[src/hw/rtl/ddsm_pkg.sv]
// Shared types and constants for the differential-drive slew mixer.
// Holds field widths, register map, controller states and the
// command/status structs that join the controller and the datapath.
`timescale 1ns / 1ps

package ddsm_pkg;

    // Field and internal widths
    localparam int VEL_W      = 16;   // Q4.12 velocities
    localparam int CMD_W      = 16;   // Q1.14 motor commands
    localparam int LIM_W      = 15;   // speed limits and steps
    localparam int SEP_W      = 16;   // Q0.16 wheel separation
    localparam int TICK_W     = 16;   // watchdog count
    localparam int SIDE_W     = 18;   // velocity sums and differences
    localparam int PROD_W     = 33;   // signed angular velocity times separation
    localparam int HALF_SHIFT = 17;   // halve and rescale Q4.28 to Q4.12
    localparam int MAG_W      = 15;   // normalized magnitude, 0..16384
    localparam int REM_W      = 16;   // divider partial remainder
    localparam int DIV_STEPS  = 15;   // one quotient bit per step
    localparam int CNT_W      = 4;

    // Configuration port
    localparam int ADDR_W = 5;
    localparam int DATA_W = 32;

    localparam logic [MAG_W-1:0]  Q14_ONE   = MAG_W'(16384);
    localparam logic [PROD_W-1:0] HALF_BIAS = PROD_W'((64'd1 << HALF_SHIFT) - 64'd1);
    localparam logic [TICK_W-1:0] TICK_MAX  = '1;

    // Input opcodes
    localparam logic OP_COMMAND = 1'b0;
    localparam logic OP_TICK    = 1'b1;

    // Register indexes, at byte address 4*index
    typedef enum logic [2:0] {
        REG_MAX_LIN       = 3'd0,
        REG_MAX_ANG       = 3'd1,
        REG_WHEEL_SEP     = 3'd2,
        REG_TIMEOUT_TICKS = 3'd3,
        REG_LIN_STEP      = 3'd4,
        REG_ANG_STEP      = 3'd5,
        REG_LEFT_INVERT   = 3'd6,
        REG_RIGHT_INVERT  = 3'd7
    } reg_idx_t;

    typedef struct packed {
        logic [LIM_W-1:0]  max_lin;
        logic [LIM_W-1:0]  max_ang;
        logic [SEP_W-1:0]  wheel_sep;
        logic [TICK_W-1:0] timeout_ticks;
        logic [LIM_W-1:0]  lin_step;
        logic [LIM_W-1:0]  ang_step;
        logic              left_invert;
        logic              right_invert;
    } cfg_t;

    localparam cfg_t CFG_RESET = '{
        max_lin:       LIM_W'(1638),
        max_ang:       LIM_W'(12288),
        wheel_sep:     SEP_W'(6554),
        timeout_ticks: TICK_W'(25),
        lin_step:      LIM_W'(82),
        ang_step:      LIM_W'(492),
        left_invert:   1'b0,
        right_invert:  1'b0
    };

    // Controller states
    typedef enum logic [3:0] {
        ST_IDLE,
        ST_WDOG,
        ST_SLEW,
        ST_MULT,
        ST_SIDE,
        ST_LSTART,
        ST_LRUN,
        ST_RSTART,
        ST_RRUN,
        ST_OUT,
        ST_STOP_OUT
    } state_t;

    // Controller to datapath
    typedef struct packed {
        logic latch;      // take targets from a command beat
        logic tick;       // advance the watchdog count
        logic clear_vel;  // watchdog stop: zero both velocities
        logic req_load;   // clamp targets to the limits
        logic slew;       // step current velocities toward the targets
        logic mult;       // angular velocity times separation
        logic side;       // form both wheel speeds
        logic div_start;  // start a normalization
        logic div_right;  // divider source is the right side
        logic hold_left;  // keep the finished left command
        logic out_load;   // write the output register
        logic out_stop;   // output is a watchdog stop
    } dp_cmd_t;

    // Datapath to controller
    typedef struct packed {
        logic expired;
        logic div_busy;
    } dp_sts_t;

endpackage

[src/hw/rtl/diff_drive_slew_mixer_core.sv]
// Top level of the differential-drive slew mixer.
// Depends on ddsm_pkg, ddsm_regs, ddsm_ctrl and ddsm_dp.
//
// Usage:
//   Input channel (in_valid/in_stall): opcode 0 is a velocity command that
//   latches target_lin/target_ang and restarts the watchdog; it gives no
//   result. Opcode 1 is a control tick that gives
//   exactly one output beat (left_cmd, right_cmd, stopped).
//   A normal tick runs two 15-step bit-serial normalizations, left then
//   right, on one shared divider; a watchdog stop skips them.
//   No new beat is taken until the current tick is through.
//   in_stall is high whenever the controller is busy with a tick.
//   Output channel (out_valid/out_stall): a result sits in an output
//   register; while the receiver stalls it holds, the next tick is still
//   accepted and computed, and its result waits in the controller until
//   the register frees up.
//   Configuration is written through the APB-style port (register i at
//   byte address 4*i) while the block is idle; pready is tied high.
//   Reset (rst_n, asynchronous, active low) restores the default limits,
//   zeroes all velocities and the watchdog count, and empties the output.
`timescale 1ns / 1ps

module diff_drive_slew_mixer_core
    import ddsm_pkg::*;
(
    input  logic                    clk,
    input  logic                    rst_n,
    // Input channel
    input  logic                    in_valid,
    output logic                    in_stall,
    input  logic                    opcode,
    input  logic signed [VEL_W-1:0] target_lin,
    input  logic signed [VEL_W-1:0] target_ang,
    // Output channel
    output logic                    out_valid,
    input  logic                    out_stall,
    output logic signed [CMD_W-1:0] left_cmd,
    output logic signed [CMD_W-1:0] right_cmd,
    output logic                    stopped,
    // Configuration port
    input  logic                    psel,
    input  logic                    penable,
    input  logic                    pwrite,
    input  logic [ADDR_W-1:0]       paddr,
    input  logic [DATA_W-1:0]       pwdata,
    output logic [DATA_W-1:0]       prdata,
    output logic                    pready
);

    cfg_t    cfg;
    dp_cmd_t cmd;
    dp_sts_t sts;

    // Configuration registers
    ddsm_regs u_regs (
        .clk     (clk),
        .rst_n   (rst_n),
        .psel    (psel),
        .penable (penable),
        .pwrite  (pwrite),
        .paddr   (paddr),
        .pwdata  (pwdata),
        .prdata  (prdata),
        .pready  (pready),
        .cfg     (cfg)
    );

    // Sequencer
    ddsm_ctrl u_ctrl (
        .clk       (clk),
        .rst_n     (rst_n),
        .in_valid  (in_valid),
        .opcode    (opcode),
        .in_stall  (in_stall),
        .out_valid (out_valid),
        .out_stall (out_stall),
        .sts       (sts),
        .cmd       (cmd)
    );

    // Arithmetic and state
    ddsm_dp u_dp (
        .clk        (clk),
        .rst_n      (rst_n),
        .cfg        (cfg),
        .cmd        (cmd),
        .sts        (sts),
        .target_lin (target_lin),
        .target_ang (target_ang),
        .left_cmd   (left_cmd),
        .right_cmd  (right_cmd),
        .stopped    (stopped)
    );

endmodule

[src/hw/rtl/ddsm_regs.sv]
// Configuration register file with an APB-style write/read port.
// Depends on ddsm_pkg for the register map and the cfg_t struct.
`timescale 1ns / 1ps

module ddsm_regs
    import ddsm_pkg::*;
(
    input  logic              clk,
    input  logic              rst_n,
    input  logic              psel,
    input  logic              penable,
    input  logic              pwrite,
    input  logic [ADDR_W-1:0] paddr,
    input  logic [DATA_W-1:0] pwdata,
    output logic [DATA_W-1:0] prdata,
    output logic              pready,
    output cfg_t              cfg
);

    cfg_t     cfg_reg;
    cfg_t     cfg_next;
    reg_idx_t idx;
    logic     wr_en;

    assign pready = 1'b1;
    assign idx    = reg_idx_t'(paddr[ADDR_W-1:2]);
    assign wr_en  = psel && penable && pwrite && pready;
    assign cfg    = cfg_reg;

    // Decode the write
    always_comb
    begin
        cfg_next = cfg_reg;
        if (wr_en)
        begin
            unique case (idx)
                REG_MAX_LIN:       cfg_next.max_lin       = pwdata[LIM_W-1:0];
                REG_MAX_ANG:       cfg_next.max_ang       = pwdata[LIM_W-1:0];
                REG_WHEEL_SEP:     cfg_next.wheel_sep     = pwdata[SEP_W-1:0];
                REG_TIMEOUT_TICKS: cfg_next.timeout_ticks = pwdata[TICK_W-1:0];
                REG_LIN_STEP:      cfg_next.lin_step      = pwdata[LIM_W-1:0];
                REG_ANG_STEP:      cfg_next.ang_step      = pwdata[LIM_W-1:0];
                REG_LEFT_INVERT:   cfg_next.left_invert   = pwdata[0];
                REG_RIGHT_INVERT:  cfg_next.right_invert  = pwdata[0];
            endcase
        end
    end

    always_ff @(posedge clk or negedge rst_n)
    begin
        if (!rst_n)
        begin
            cfg_reg <= CFG_RESET;
        end
        else
        begin
            cfg_reg <= cfg_next;
        end
    end

    // Return the addressed register
    always_comb
    begin
        unique case (idx)
            REG_MAX_LIN:       prdata = DATA_W'(cfg_reg.max_lin);
            REG_MAX_ANG:       prdata = DATA_W'(cfg_reg.max_ang);
            REG_WHEEL_SEP:     prdata = DATA_W'(cfg_reg.wheel_sep);
            REG_TIMEOUT_TICKS: prdata = DATA_W'(cfg_reg.timeout_ticks);
            REG_LIN_STEP:      prdata = DATA_W'(cfg_reg.lin_step);
            REG_ANG_STEP:      prdata = DATA_W'(cfg_reg.ang_step);
            REG_LEFT_INVERT:   prdata = DATA_W'(cfg_reg.left_invert);
            REG_RIGHT_INVERT:  prdata = DATA_W'(cfg_reg.right_invert);
        endcase
    end

endmodule

[src/hw/rtl/ddsm_dp.sv]
// Datapath: velocity state, watchdog count, slew limiter, mixer,
// shared bit-serial normalizing divider and the output register.
// Depends on ddsm_pkg; driven by ddsm_ctrl through dp_cmd_t.
`timescale 1ns / 1ps

module ddsm_dp
    import ddsm_pkg::*;
(
    input  logic                    clk,
    input  logic                    rst_n,
    input  cfg_t                    cfg,
    input  dp_cmd_t                 cmd,
    output dp_sts_t                 sts,
    input  logic signed [VEL_W-1:0] target_lin,
    input  logic signed [VEL_W-1:0] target_ang,
    output logic signed [CMD_W-1:0] left_cmd,
    output logic signed [CMD_W-1:0] right_cmd,
    output logic                    stopped
);

    // Clamp x to the range -lim..lim
    function automatic logic signed [SIDE_W-1:0] clamp_sym(
        input logic signed [SIDE_W-1:0] x,
        input logic [LIM_W-1:0]         lim
    );
        logic signed [SIDE_W-1:0] hi;
        logic signed [SIDE_W-1:0] lo;
        logic signed [SIDE_W-1:0] res;
        hi = $signed(SIDE_W'(lim));
        lo = -hi;
        if (x < lo)
            res = lo;
        else if (x > hi)
            res = hi;
        else
            res = x;
        return res;
    endfunction

    // Two's complement of a magnitude when flip is set
    function automatic logic [CMD_W-1:0] apply_sign(
        input logic [MAG_W-1:0] mag,
        input logic             flip
    );
        logic [CMD_W-1:0] wide;
        wide = CMD_W'(mag);
        return flip ? (~wide + CMD_W'(1)) : wide;
    endfunction

    // Persistent state
    logic signed [VEL_W-1:0] latched_lin_reg;
    logic signed [VEL_W-1:0] latched_ang_reg;
    logic signed [VEL_W-1:0] cur_lin_reg;
    logic signed [VEL_W-1:0] cur_ang_reg;
    logic [TICK_W-1:0]       ticks_reg;

    // Per-tick working registers
    logic signed [VEL_W-1:0]  req_lin_reg;
    logic signed [VEL_W-1:0]  req_ang_reg;
    logic signed [PROD_W-1:0] prod_reg;
    logic signed [SIDE_W-1:0] side_l_reg;
    logic signed [SIDE_W-1:0] side_r_reg;
    logic [CMD_W-1:0]         left_res_reg;

    // Divider
    logic [REM_W-1:0] rem_reg;
    logic [MAG_W-1:0] quo_reg;
    logic [CNT_W-1:0] cnt_reg;
    logic             neg_reg;
    logic             sat_reg;
    logic             zero_reg;

    // Output register
    logic [CMD_W-1:0] left_cmd_reg;
    logic [CMD_W-1:0] right_cmd_reg;
    logic             stopped_reg;

    logic signed [SIDE_W-1:0] lin_req_c;
    logic signed [SIDE_W-1:0] ang_req_c;
    logic signed [SIDE_W-1:0] lin_diff;
    logic signed [SIDE_W-1:0] ang_diff;
    logic signed [SIDE_W-1:0] lin_new;
    logic signed [SIDE_W-1:0] ang_new;
    logic signed [PROD_W-1:0] prod_adj;
    logic signed [VEL_W-1:0]  half;
    logic signed [SIDE_W-1:0] div_src;
    logic [SIDE_W-1:0]        div_src_mag;
    logic                     div_ge;
    logic [REM_W-1:0]         div_sub;
    logic [REM_W-1:0]         max_lin_w;
    logic [MAG_W-1:0]         div_mag;

    assign sts.expired  = ticks_reg > cfg.timeout_ticks;
    assign sts.div_busy = cnt_reg != '0;

    // Clamp targets and step toward them
    assign lin_req_c = clamp_sym(SIDE_W'(latched_lin_reg), cfg.max_lin);
    assign ang_req_c = clamp_sym(SIDE_W'(latched_ang_reg), cfg.max_ang);
    assign lin_diff  = SIDE_W'(req_lin_reg) - SIDE_W'(cur_lin_reg);
    assign ang_diff  = SIDE_W'(req_ang_reg) - SIDE_W'(cur_ang_reg);
    assign lin_new   = SIDE_W'(cur_lin_reg) + clamp_sym(lin_diff, cfg.lin_step);
    assign ang_new   = SIDE_W'(cur_ang_reg) + clamp_sym(ang_diff, cfg.ang_step);

    // Half of w*sep, truncated toward zero
    assign prod_adj = prod_reg + (prod_reg[PROD_W-1] ? $signed(HALF_BIAS) : $signed(PROD_W'(0)));
    assign half     = prod_adj[HALF_SHIFT+VEL_W-1:HALF_SHIFT];

    // Divider source and one restoring step
    assign div_src     = cmd.div_right ? side_r_reg : side_l_reg;
    assign div_src_mag = div_src[SIDE_W-1] ? SIDE_W'(-div_src) : SIDE_W'(div_src);
    assign max_lin_w   = REM_W'(cfg.max_lin);
    assign div_ge      = rem_reg >= max_lin_w;
    assign div_sub     = div_ge ? (rem_reg - max_lin_w) : rem_reg;
    assign div_mag     = zero_reg ? '0 : (sat_reg ? Q14_ONE : quo_reg);

    // Persistent state and watchdog
    always_ff @(posedge clk or negedge rst_n)
    begin
        if (!rst_n)
        begin
            latched_lin_reg <= '0;
            latched_ang_reg <= '0;
            cur_lin_reg     <= '0;
            cur_ang_reg     <= '0;
            ticks_reg       <= '0;
        end
        else
        begin
            if (cmd.latch)
            begin
                latched_lin_reg <= target_lin;
                latched_ang_reg <= target_ang;
                ticks_reg       <= '0;
            end
            else if (cmd.tick && ticks_reg != TICK_MAX)
            begin
                ticks_reg <= ticks_reg + TICK_W'(1);
            end

            if (cmd.clear_vel)
            begin
                cur_lin_reg <= '0;
                cur_ang_reg <= '0;
            end
            else if (cmd.slew)
            begin
                cur_lin_reg <= lin_new[VEL_W-1:0];
                cur_ang_reg <= ang_new[VEL_W-1:0];
            end
        end
    end

    // Mixer working registers
    always_ff @(posedge clk)
    begin
        if (cmd.req_load)
        begin
            req_lin_reg <= lin_req_c[VEL_W-1:0];
            req_ang_reg <= ang_req_c[VEL_W-1:0];
        end
        if (cmd.mult)
        begin
            prod_reg <= PROD_W'(cur_ang_reg) * PROD_W'($signed({1'b0, cfg.wheel_sep}));
        end
        if (cmd.side)
        begin
            side_l_reg <= SIDE_W'(cur_lin_reg) - SIDE_W'(half);
            side_r_reg <= SIDE_W'(cur_lin_reg) + SIDE_W'(half);
        end
        if (cmd.hold_left)
        begin
            left_res_reg <= apply_sign(div_mag, neg_reg ^ cfg.left_invert);
        end
    end

    // Divider step counter
    always_ff @(posedge clk or negedge rst_n)
    begin
        if (!rst_n)
        begin
            cnt_reg <= '0;
        end
        else if (cmd.div_start)
        begin
            cnt_reg <= CNT_W'(DIV_STEPS);
        end
        else if (sts.div_busy)
        begin
            cnt_reg <= cnt_reg - CNT_W'(1);
        end
    end

    // Divider: load magnitude, then one quotient bit per cycle
    always_ff @(posedge clk)
    begin
        if (cmd.div_start)
        begin
            rem_reg  <= div_src_mag[REM_W-1:0];
            quo_reg  <= '0;
            neg_reg  <= div_src[SIDE_W-1];
            sat_reg  <= div_src_mag > SIDE_W'(cfg.max_lin);
            zero_reg <= cfg.max_lin == '0;
        end
        else if (sts.div_busy)
        begin
            rem_reg <= {div_sub[REM_W-2:0], 1'b0};
            quo_reg <= {quo_reg[MAG_W-2:0], div_ge};
        end
    end

    // Output register
    always_ff @(posedge clk)
    begin
        if (cmd.out_load)
        begin
            left_cmd_reg  <= cmd.out_stop ? '0 : left_res_reg;
            right_cmd_reg <= cmd.out_stop ? '0 : apply_sign(div_mag, neg_reg ^ cfg.right_invert);
            stopped_reg   <= cmd.out_stop;
        end
    end

    assign left_cmd  = left_cmd_reg;
    assign right_cmd = right_cmd_reg;
    assign stopped   = stopped_reg;

    a_div_range: assert property (@(posedge clk) disable iff (!rst_n)
        $past(cnt_reg) == CNT_W'(1) && !$past(cmd.div_start) |-> div_mag <= Q14_ONE)
        else $error("normalized magnitude above one");

    a_stop_clears: assert property (@(posedge clk) disable iff (!rst_n)
        cmd.clear_vel |=> cur_lin_reg == '0 && cur_ang_reg == '0)
        else $error("velocities not cleared on watchdog stop");

    a_tick_counts: assert property (@(posedge clk) disable iff (!rst_n)
        cmd.tick && !cmd.latch |=> ticks_reg != '0)
        else $error("watchdog count did not advance");

endmodule

[src/hw/rtl/ddsm_ctrl.sv]
// Controller state machine: sequences watchdog, slew, mix and the two
// normalizations, and owns the input stall and the output valid.
// Depends on ddsm_pkg for state_t, dp_cmd_t and dp_sts_t.
`timescale 1ns / 1ps

module ddsm_ctrl
    import ddsm_pkg::*;
(
    input  logic    clk,
    input  logic    rst_n,
    input  logic    in_valid,
    input  logic    opcode,
    output logic    in_stall,
    output logic    out_valid,
    input  logic    out_stall,
    input  dp_sts_t sts,
    output dp_cmd_t cmd
);

    state_t state_reg;
    state_t state_next;
    logic   out_valid_reg;
    logic   out_valid_next;
    logic   in_accept;

    assign in_stall  = state_reg != ST_IDLE;
    assign in_accept = in_valid && !in_stall;
    assign out_valid = out_valid_reg;

    always_ff @(posedge clk or negedge rst_n)
    begin
        if (!rst_n)
        begin
            state_reg     <= ST_IDLE;
            out_valid_reg <= 1'b0;
        end
        else
        begin
            state_reg     <= state_next;
            out_valid_reg <= out_valid_next;
        end
    end

    // Next state and datapath commands
    always_comb
    begin
        state_next     = state_reg;
        out_valid_next = out_valid_reg;
        cmd            = '0;

        // Drop the output beat once taken
        if (out_valid_reg && !out_stall)
            out_valid_next = 1'b0;

        unique case (state_reg)
            ST_IDLE:
            begin
                if (in_accept)
                begin
                    if (opcode == OP_TICK)
                    begin
                        cmd.tick   = 1'b1;
                        state_next = ST_WDOG;
                    end
                    else
                    begin
                        cmd.latch = 1'b1;
                    end
                end
            end
            ST_WDOG:
            begin
                if (sts.expired)
                begin
                    cmd.clear_vel = 1'b1;
                    state_next    = ST_STOP_OUT;
                end
                else
                begin
                    cmd.req_load = 1'b1;
                    state_next   = ST_SLEW;
                end
            end
            ST_SLEW:
            begin
                cmd.slew   = 1'b1;
                state_next = ST_MULT;
            end
            ST_MULT:
            begin
                cmd.mult   = 1'b1;
                state_next = ST_SIDE;
            end
            ST_SIDE:
            begin
                cmd.side   = 1'b1;
                state_next = ST_LSTART;
            end
            ST_LSTART:
            begin
                cmd.div_start = 1'b1;
                state_next    = ST_LRUN;
            end
            ST_LRUN:
            begin
                if (!sts.div_busy)
                    state_next = ST_RSTART;
            end
            ST_RSTART:
            begin
                cmd.hold_left = 1'b1;
                cmd.div_start = 1'b1;
                cmd.div_right = 1'b1;
                state_next    = ST_RRUN;
            end
            ST_RRUN:
            begin
                if (!sts.div_busy)
                    state_next = ST_OUT;
            end
            ST_OUT, ST_STOP_OUT:
            begin
                // Load when the output slot is free or being emptied
                if (!out_valid_reg || !out_stall)
                begin
                    cmd.out_load   = 1'b1;
                    cmd.out_stop   = state_reg == ST_STOP_OUT;
                    out_valid_next = 1'b1;
                    state_next     = ST_IDLE;
                end
            end
            default:
            begin
                state_next = ST_IDLE;
            end
        endcase
    end

    a_no_overwrite: assert property (@(posedge clk) disable iff (!rst_n)
        cmd.out_load |-> !out_valid_reg || !out_stall)
        else $error("pending output beat overwritten");

    a_div_idle_at_start: assert property (@(posedge clk) disable iff (!rst_n)
        cmd.div_start |-> !sts.div_busy)
        else $error("divider restarted while busy");

    a_div_done_at_out: assert property (@(posedge clk) disable iff (!rst_n)
        state_reg == ST_OUT |-> !sts.div_busy && $past(state_reg) != ST_IDLE)
        else $error("result emitted before normalization finished");

endmodule

[config.mk]
export PLATFORM = sky130hd
export DESIGN_NAME = diff_drive_slew_mixer_core
export DESIGN_NICKNAME = d
export VERILOG_FILES = /design/src/hw/rtl/ddsm_pkg.sv /design/src/hw/rtl/diff_drive_slew_mixer_core.sv /design/src/hw/rtl/ddsm_regs.sv /design/src/hw/rtl/ddsm_dp.sv /design/src/hw/rtl/ddsm_ctrl.sv
export SDC_FILE = /design/constraint.sdc
export NUM_CORES = 2
export LEC_CHECK = 0
export BUFFER_PORTS_ARGS = -buffer_cell sky130_fd_sc_hd__buf_2
export CORE_MARGIN = 8
export CORE_UTILIZATION = 40
export DETAILED_ROUTE_END_ITERATION = 6
export PLACE_DENSITY_LB_ADDON = 0.08
export SYNTH_ARGS = -nofsm -noshare
export SYNTH_HDL_FRONTEND = slang
export SYNTH_SLANG_ARGS = --single-unit
[constraint.sdc]
create_clock -name clk -period 7.3 [get_ports clk]
set_input_delay 0.73 -clock clk [delete_from_list [all_inputs] [get_ports clk]]
set_output_delay 0.73 -clock clk [all_outputs]
set_load 0.005 [all_outputs]
# Yosys cells after proc, flatten, opt, wreduce, memory -nomap -nowiden
# Index checks and enable logic that the tools add are counted.
# Widths: inputs -> output; s select.
# word_totals
register_bits,367
latchBits,0
mem_bits_rw,0
rom_bits,0
in_bits,77
output_inout_bits,68
wordCells,167
n_memories,0
# op_classes
addsub,16
multipliers,1
div,0
order_cmp,11
n_eq_ne,23
n_shift,0
n_mux,51
bitwise_logic,4
n_reduce_logical,29
# ops
operator,count
$mux 16,16
$pmux 32 s8,1
$mux 15,5
$neg 15->18,4
$sub 16x16->17,3
$gt 16x16->1,3
$pmux 4 s10,1
$lt 16x18->1,2
$lt 17x18->1,2
$mux 18,2
$gt 17x16->1,2
$add 33x18->33,1
$mul 16x17->33,1
$add 16x1->16 const B,2
$add 16x16->16,2
$mux 4,8
$gt 18x15->1,1
$neg 18->18,1
$add 16x16->17,1
$mux 17,1
$eq 4x3->1 const B,4
$ge 16x15->1,1
$ne 16x16->1 const B,1
$not 15->16,1
other kinds (25),69

# Logic depth before layout (Yosys ltp)
# depth
depth_word,8
ltp_mapped,36
ltp_nobuf,34

# Hierarchy
# Synthesis repeated with hierarchy kept, for this count alone.
# unflattened
cells_unflattened,3846
hier_area_um2,36302.3
# modules_own_cells
module,instances,cells_each,area_per_inst_um2,seq_area_each_um2
ddsm_dp,1,3445,31305.0,7387.1
ddsm_regs,1,351,4569.4,2386.0
ddsm_ctrl,1,50,427.9,125.1

# Worst setup path after synthesis
# OpenSTA, ideal clock, no wires.
# synth_path
kind,register to register
from,register u_regs.cfg_reg (netlist bit u_regs.cfg[59])
to,"register u_dp.prod_reg[32], data pin"
setup_time_ps,260
t_arrival_ps,6030
slack_ps,1010
stages_incl_launch_ff,24
path_buffers,2
cell_sequence,dfstp_2 > clkbuf_1 > clkbuf_1 > nand2_1 > fa_1 > fa_1 > inv_1 > fa_1 > fa_1 > inv_1 > fa_1 > fa_1 > inv_1 > ha_1 > a21o_1 > nand2_1 > nand2_1 > a21o_1 > a31oi_1 > a31oi_1 > a41o_1 > a21o_1 > a21oi_1 > xnor2_1
# synth_between
elab_chain_cells,1
# synth_rtl
item,line_no,rtl
"start, declared",ddsm_regs.sv:20,cfg_t cfg_reg;
"start signal, assigned",ddsm_regs.sv:57,cfg_reg <= cfg_next;
$mul 16x17->33,ddsm_dp.sv:163,"prod_reg <= PROD_W'(cur_ang_reg) * PROD_W'($signed({1'b0, cfg.wheel_sep}));"
"end signal, assigned",ddsm_dp.sv:163,
"end, declared",ddsm_dp.sv:60,logic signed [PROD_W-1:0] prod_reg;
# No other way between the ends.
# A chain may end at the register's enable or synchronous reset.

# Worst setup path in the final report
# layout_path
from,register u_dp.cur_lin_reg[1]
to,register u_dp.cur_lin_reg[15]
# layout_between
elab_chain_cells,7
word_cells_on_any_way,8
classes_between,add/sub (2); order compare (2); mux (4)
# layout_rtl
item,line_no,rtl
"start, declared",ddsm_dp.sv:53,logic signed [VEL_W-1:0] cur_lin_reg;
"start signal, assigned",ddsm_dp.sv:147,cur_lin_reg <= lin_new[VEL_W-1:0];
$sub 16x16->17,ddsm_dp.sv:99,assign lin_diff = SIDE_W'(req_lin_reg) - SIDE_W'(cur_lin_reg);
$gt 17x16->1,ddsm_dp.sv:33,else if (x > hi)
$mux 16,ddsm_dp.sv:33,
$mux 16,ddsm_dp.sv:31,if (x < lo)
$add 16x16->16 (*),ddsm_dp.sv:101,"assign lin_new = SIDE_W'(cur_lin_reg) + clamp_sym(lin_diff, cfg.lin_step);"
$mux 16 (*),ddsm_dp.sv:145,else if (cmd.slew)
$mux 16 (*),ddsm_dp.sv:140,if (cmd.clear_vel)
# Every way passes the cells marked *; elsewhere a longest branch is shown, timed or not. The select of a mux whose other input is x is not followed.

==> flow_summary.json <==
{
  "outcome": "complete, but fails checks",
  "violations": "DRC",
  "synth_edf_count": 166,
  "synth_fa_ha_area_share_pct": 26.3,
  "htree_levels": 2,
  "vias_per_cell": 5.30,
  "hp-class": "input port to async pin",
  "cp_data_arrival_time_ns": 7.23,
  "yosys_most_used_dff": "edfxtp_1",
  "crit_type": "flop to flop",
  "clk-insertion-delay-late_ns": 0.61,
  "fp.dieH_um": 314,
  "ys_seq_elements": 364,
  "grt_pass1_wl_mm": 161,
  "finalCritPeriodShare_pct": 92.4,
  "drtIter0Drc": 1652,
  "synth_top_family_by_area": "adder cells",
  "core-area_sq_mm": 0.0881,
  "crit_top_cell": "a21oi_1",
  "relSlewSlack_pct": 17.8,
  "synth-compound-area-share_pct": 14.0,
  "antenna_found_initial": 6,
  "std_cell_rows": 109,
  "hold_viol_final": 0,
  "cp_num_buf_inv": 2,
  "cts_hold_buffers": 0,
  "area_delta_synth_final_pct": 9.71,
  "wl_per_cell_um": 19.9,
  "yosys.area_share.simple_pct": 15.4,
  "ys_warn_count": 0,
  "gp_congestion": 0.874,
  "finalSetupTns_ns": 0,
  "drive_gt1_share_pct": 10.2,
  "port_buffers": 109,
  "globalRouteOverflowTotal": 0,
  "setup_viol": 0,
  "synth_xor_area_share_pct": 5.59,
  "nets": 4639,
  "max_stage_delay_ns": 0.46,
  "syn_area_sq_mm": 0.0354,
  "dp_hpwl_mm": 81.0,
  "cts_tree": "done",
  "synthMuxAreaShare_pct": 4.15,
  "drc": 6,
  "initial_utilization_pct": 40.2,
  "cp.required_ns": 7.78,
  "root_buffer": "clkbuf_16",
  "clk_path_buf_depth": 3,
  "worst_pin_slew_ns": 1.22,
  "routed_wl_mm": 103,
  "clock-sinks": 364,
  "clk_pin_slew_ns": 0.06,
  "critPathTopFamily": "compound AO/OA/AOI/OAI gates",
  "die-area_sq_mm": 0.0983,
  "cap_violations": 0,
  "cp_slowest_cell": "dfrtp_2",
  "largest_register_ffs": 94,
  "track_usage_pct": 20.6,
  "dr.pass1.iters": 7,
  "start_kind": "flop",
  "grt_max_degree": 79,
  "async_reset_ff_share_pct": 50.3,
  "grt_pass1_vias": 27500,
  "rsz0062_at_grt": "no",
  "route.vias.total": 27200,
  "die_x_um": 314,
  "endpoint_kind": "flop",
  "synth_cell_types": 87,
  "io_pins": 145,
  "slew_violations": 0,
  "min_period_ns": 6.75,
  "cts_made_buffers": 45,
  "ant_nets": 0,
  "cts_setup_buffers": 0,
  "skew_ns": 0.0380,
  "ys_seq_area_share_pct": 27.9,
  "path_max_fanout": 14,
  "max_freq_mhz": 148,
  "avgSynthCellArea_sq_um": 9.11,
  "netlist_instances": 3888
}
through the flow:
stage	worst slack (ns)	hold slack (ns)	instance area [sq um]	instances	utilization (%)
detailed placement	0.398	0.450	37200	5058	42.3
finish	0.552	0.187	38900	5143	44.1
floorplan	1.01	0.432	35500	3903	-
global placement	0.493	0.445	37200	5058	42.3
global route	0.00400	0.217	38900	5143	44.1
CTS	0.353	0.186	38800	5142	44.1
layer usage:
layer,track usage (%),wire length (um),vias to the layer above,share of wire (%)
li1,-,-,13400,-
met3,2.48,3830,139,3.7
met1,27.9,47500,13200,46
met2,34.5,48100,483,47
met4,6.03,3220,0,3.1
met5,0,0,-,0
area by class of cell:
class	instances	area, sq um
Clock buffer	60	1210
Sequential cell	364	9910
Fill cell	8830	49200
Clock inverter	24	382
Antenna cell	1	2.50
Tap cell	1165	1460
Multi-Input combinational cell	2933	23300
Inverter	431	1620
Timing Repair Buffer	165	987
worst register-to-register path, delay by kind of cell, from the launching register on:
family | cells | cell delay, ns
simple gates | 4 | 0.73
compound gates | 22 | 3.89
flops | 1 | 0.46
buf+inv | 2 | 0.40
xor+xnor | 2 | 0.37
fa+ha+maj | 3 | 0.79
cell usage after synthesis, drive strengths merged, types with 8 or more instances:
cell type / number / area, sq um
nor3b: 14 / 105
o221a: 13 / 146
a21oi: 225 / 1130
nor4: 15 / 109
nor3: 69 / 377
o21bai: 12 / 90.1
o21ai: 208 / 1040
dfrtp: 156 / 3900
buf: 39 / 225
nor2b: 53 / 332
dfxtp: 15 / 300
o21a: 55 / 413
o31ai: 11 / 82.6
dfstp: 27 / 709
or2: 8 / 50.0
xor2: 71 / 622
nor2: 237 / 892
o211ai: 12 / 90.1
o22ai: 45 / 282
inv: 431 / 1620
nand4: 40 / 256
edfxtp: 166 / 4980
a2111oi: 9 / 78.8
and3: 13 / 81.3
mux2i: 40 / 400
or3: 31 / 199
xnor2: 155 / 1360
o2111ai: 8 / 70.1
nand2b: 54 / 338
clkbuf: 136 / 510
nand2: 421 / 1580
fa: 201 / 4020
nand3: 70 / 350
a31oi: 28 / 181
mux2: 85 / 957
a211oi: 22 / 165
a32oi: 8 / 70.1
o311ai: 8 / 70.1
a21o: 56 / 420
ha: 421 / 5270
and2: 104 / 651
kinds of logic (layout without fill, tap and decap cells):
group           count (synthesis)  count (layout)
compound gates                792             792
xor+xnor                      226             226
fa+ha+maj                     623             623
buf+inv                       606             680
flops                         364             364
mux                           130             130
other cells                     2              18
simple gates                 1145            1145
what timing repair did:
| action | 4_1_cts | 5_1_grt |
|---|---|---|
| setup endpoints to repair | 0 | 5 |
| resized for setup | 0 | 10 |
| hold endpoints to repair | 0 | 0 |
layout by cell type, fill, tap and decap left out, drive strengths merged, types with 17 or more instances in the layout:
master	count
a31oi	28
xnor2	155
nor2	237
nand2b	54
buf	164
fa	201
clkbuf	61
edfxtp	166
conb	17
o21ai	208
inv	436
ha	421
or3	31
and2	104
nand4	40
dfstp	27
o22ai	45
a211oi	22
a21oi	225
o21a	55
dfrtp	156
a21o	56
mux2i	40
nand3	70
nand2	421
mux2	85
nor3	69
nor2b	53
xor2	71
path summary, 6_finish.rpt:
| check | slack, ns | startpoint | cells past startpoint | endpoint |
|---|---|---|---|---|
| worst max-delay path | 0.55 | u_dp.cur_lin_reg[1]$_DFFE_PN0P_ | 33 | u_dp.cur_lin_reg[15]$_DFFE_PN0P_ |
| worst min-delay path | 0.19 | rst_n | 1 | u_regs.cfg[16]$_DFFE_PN0P_ |
| worst max register to register | 0.55 | u_dp.cur_lin_reg[1]$_DFFE_PN0P_ | 33 | u_dp.cur_lin_reg[15]$_DFFE_PN0P_ |
| worst min register to register | 0.46 | u_dp.quo_reg[14]$_SDFFE_PN0N_ | 2 | u_dp.quo_reg[14]$_SDFFE_PN0N_ |
| max in group asynchronous | 5.77 | rst_n | 2 | u_dp.latched_lin_reg[8]$_DFFE_PN0P_ |
| min in group clk | 0.34 | target_ang[0] | 3 | u_dp.latched_ang_reg[0]$_DFFE_PN0P_ |
Power is left out: the tool's default activity adds up to more than one toggle a clock period on the data nets, which glitch-free logic cannot reach.
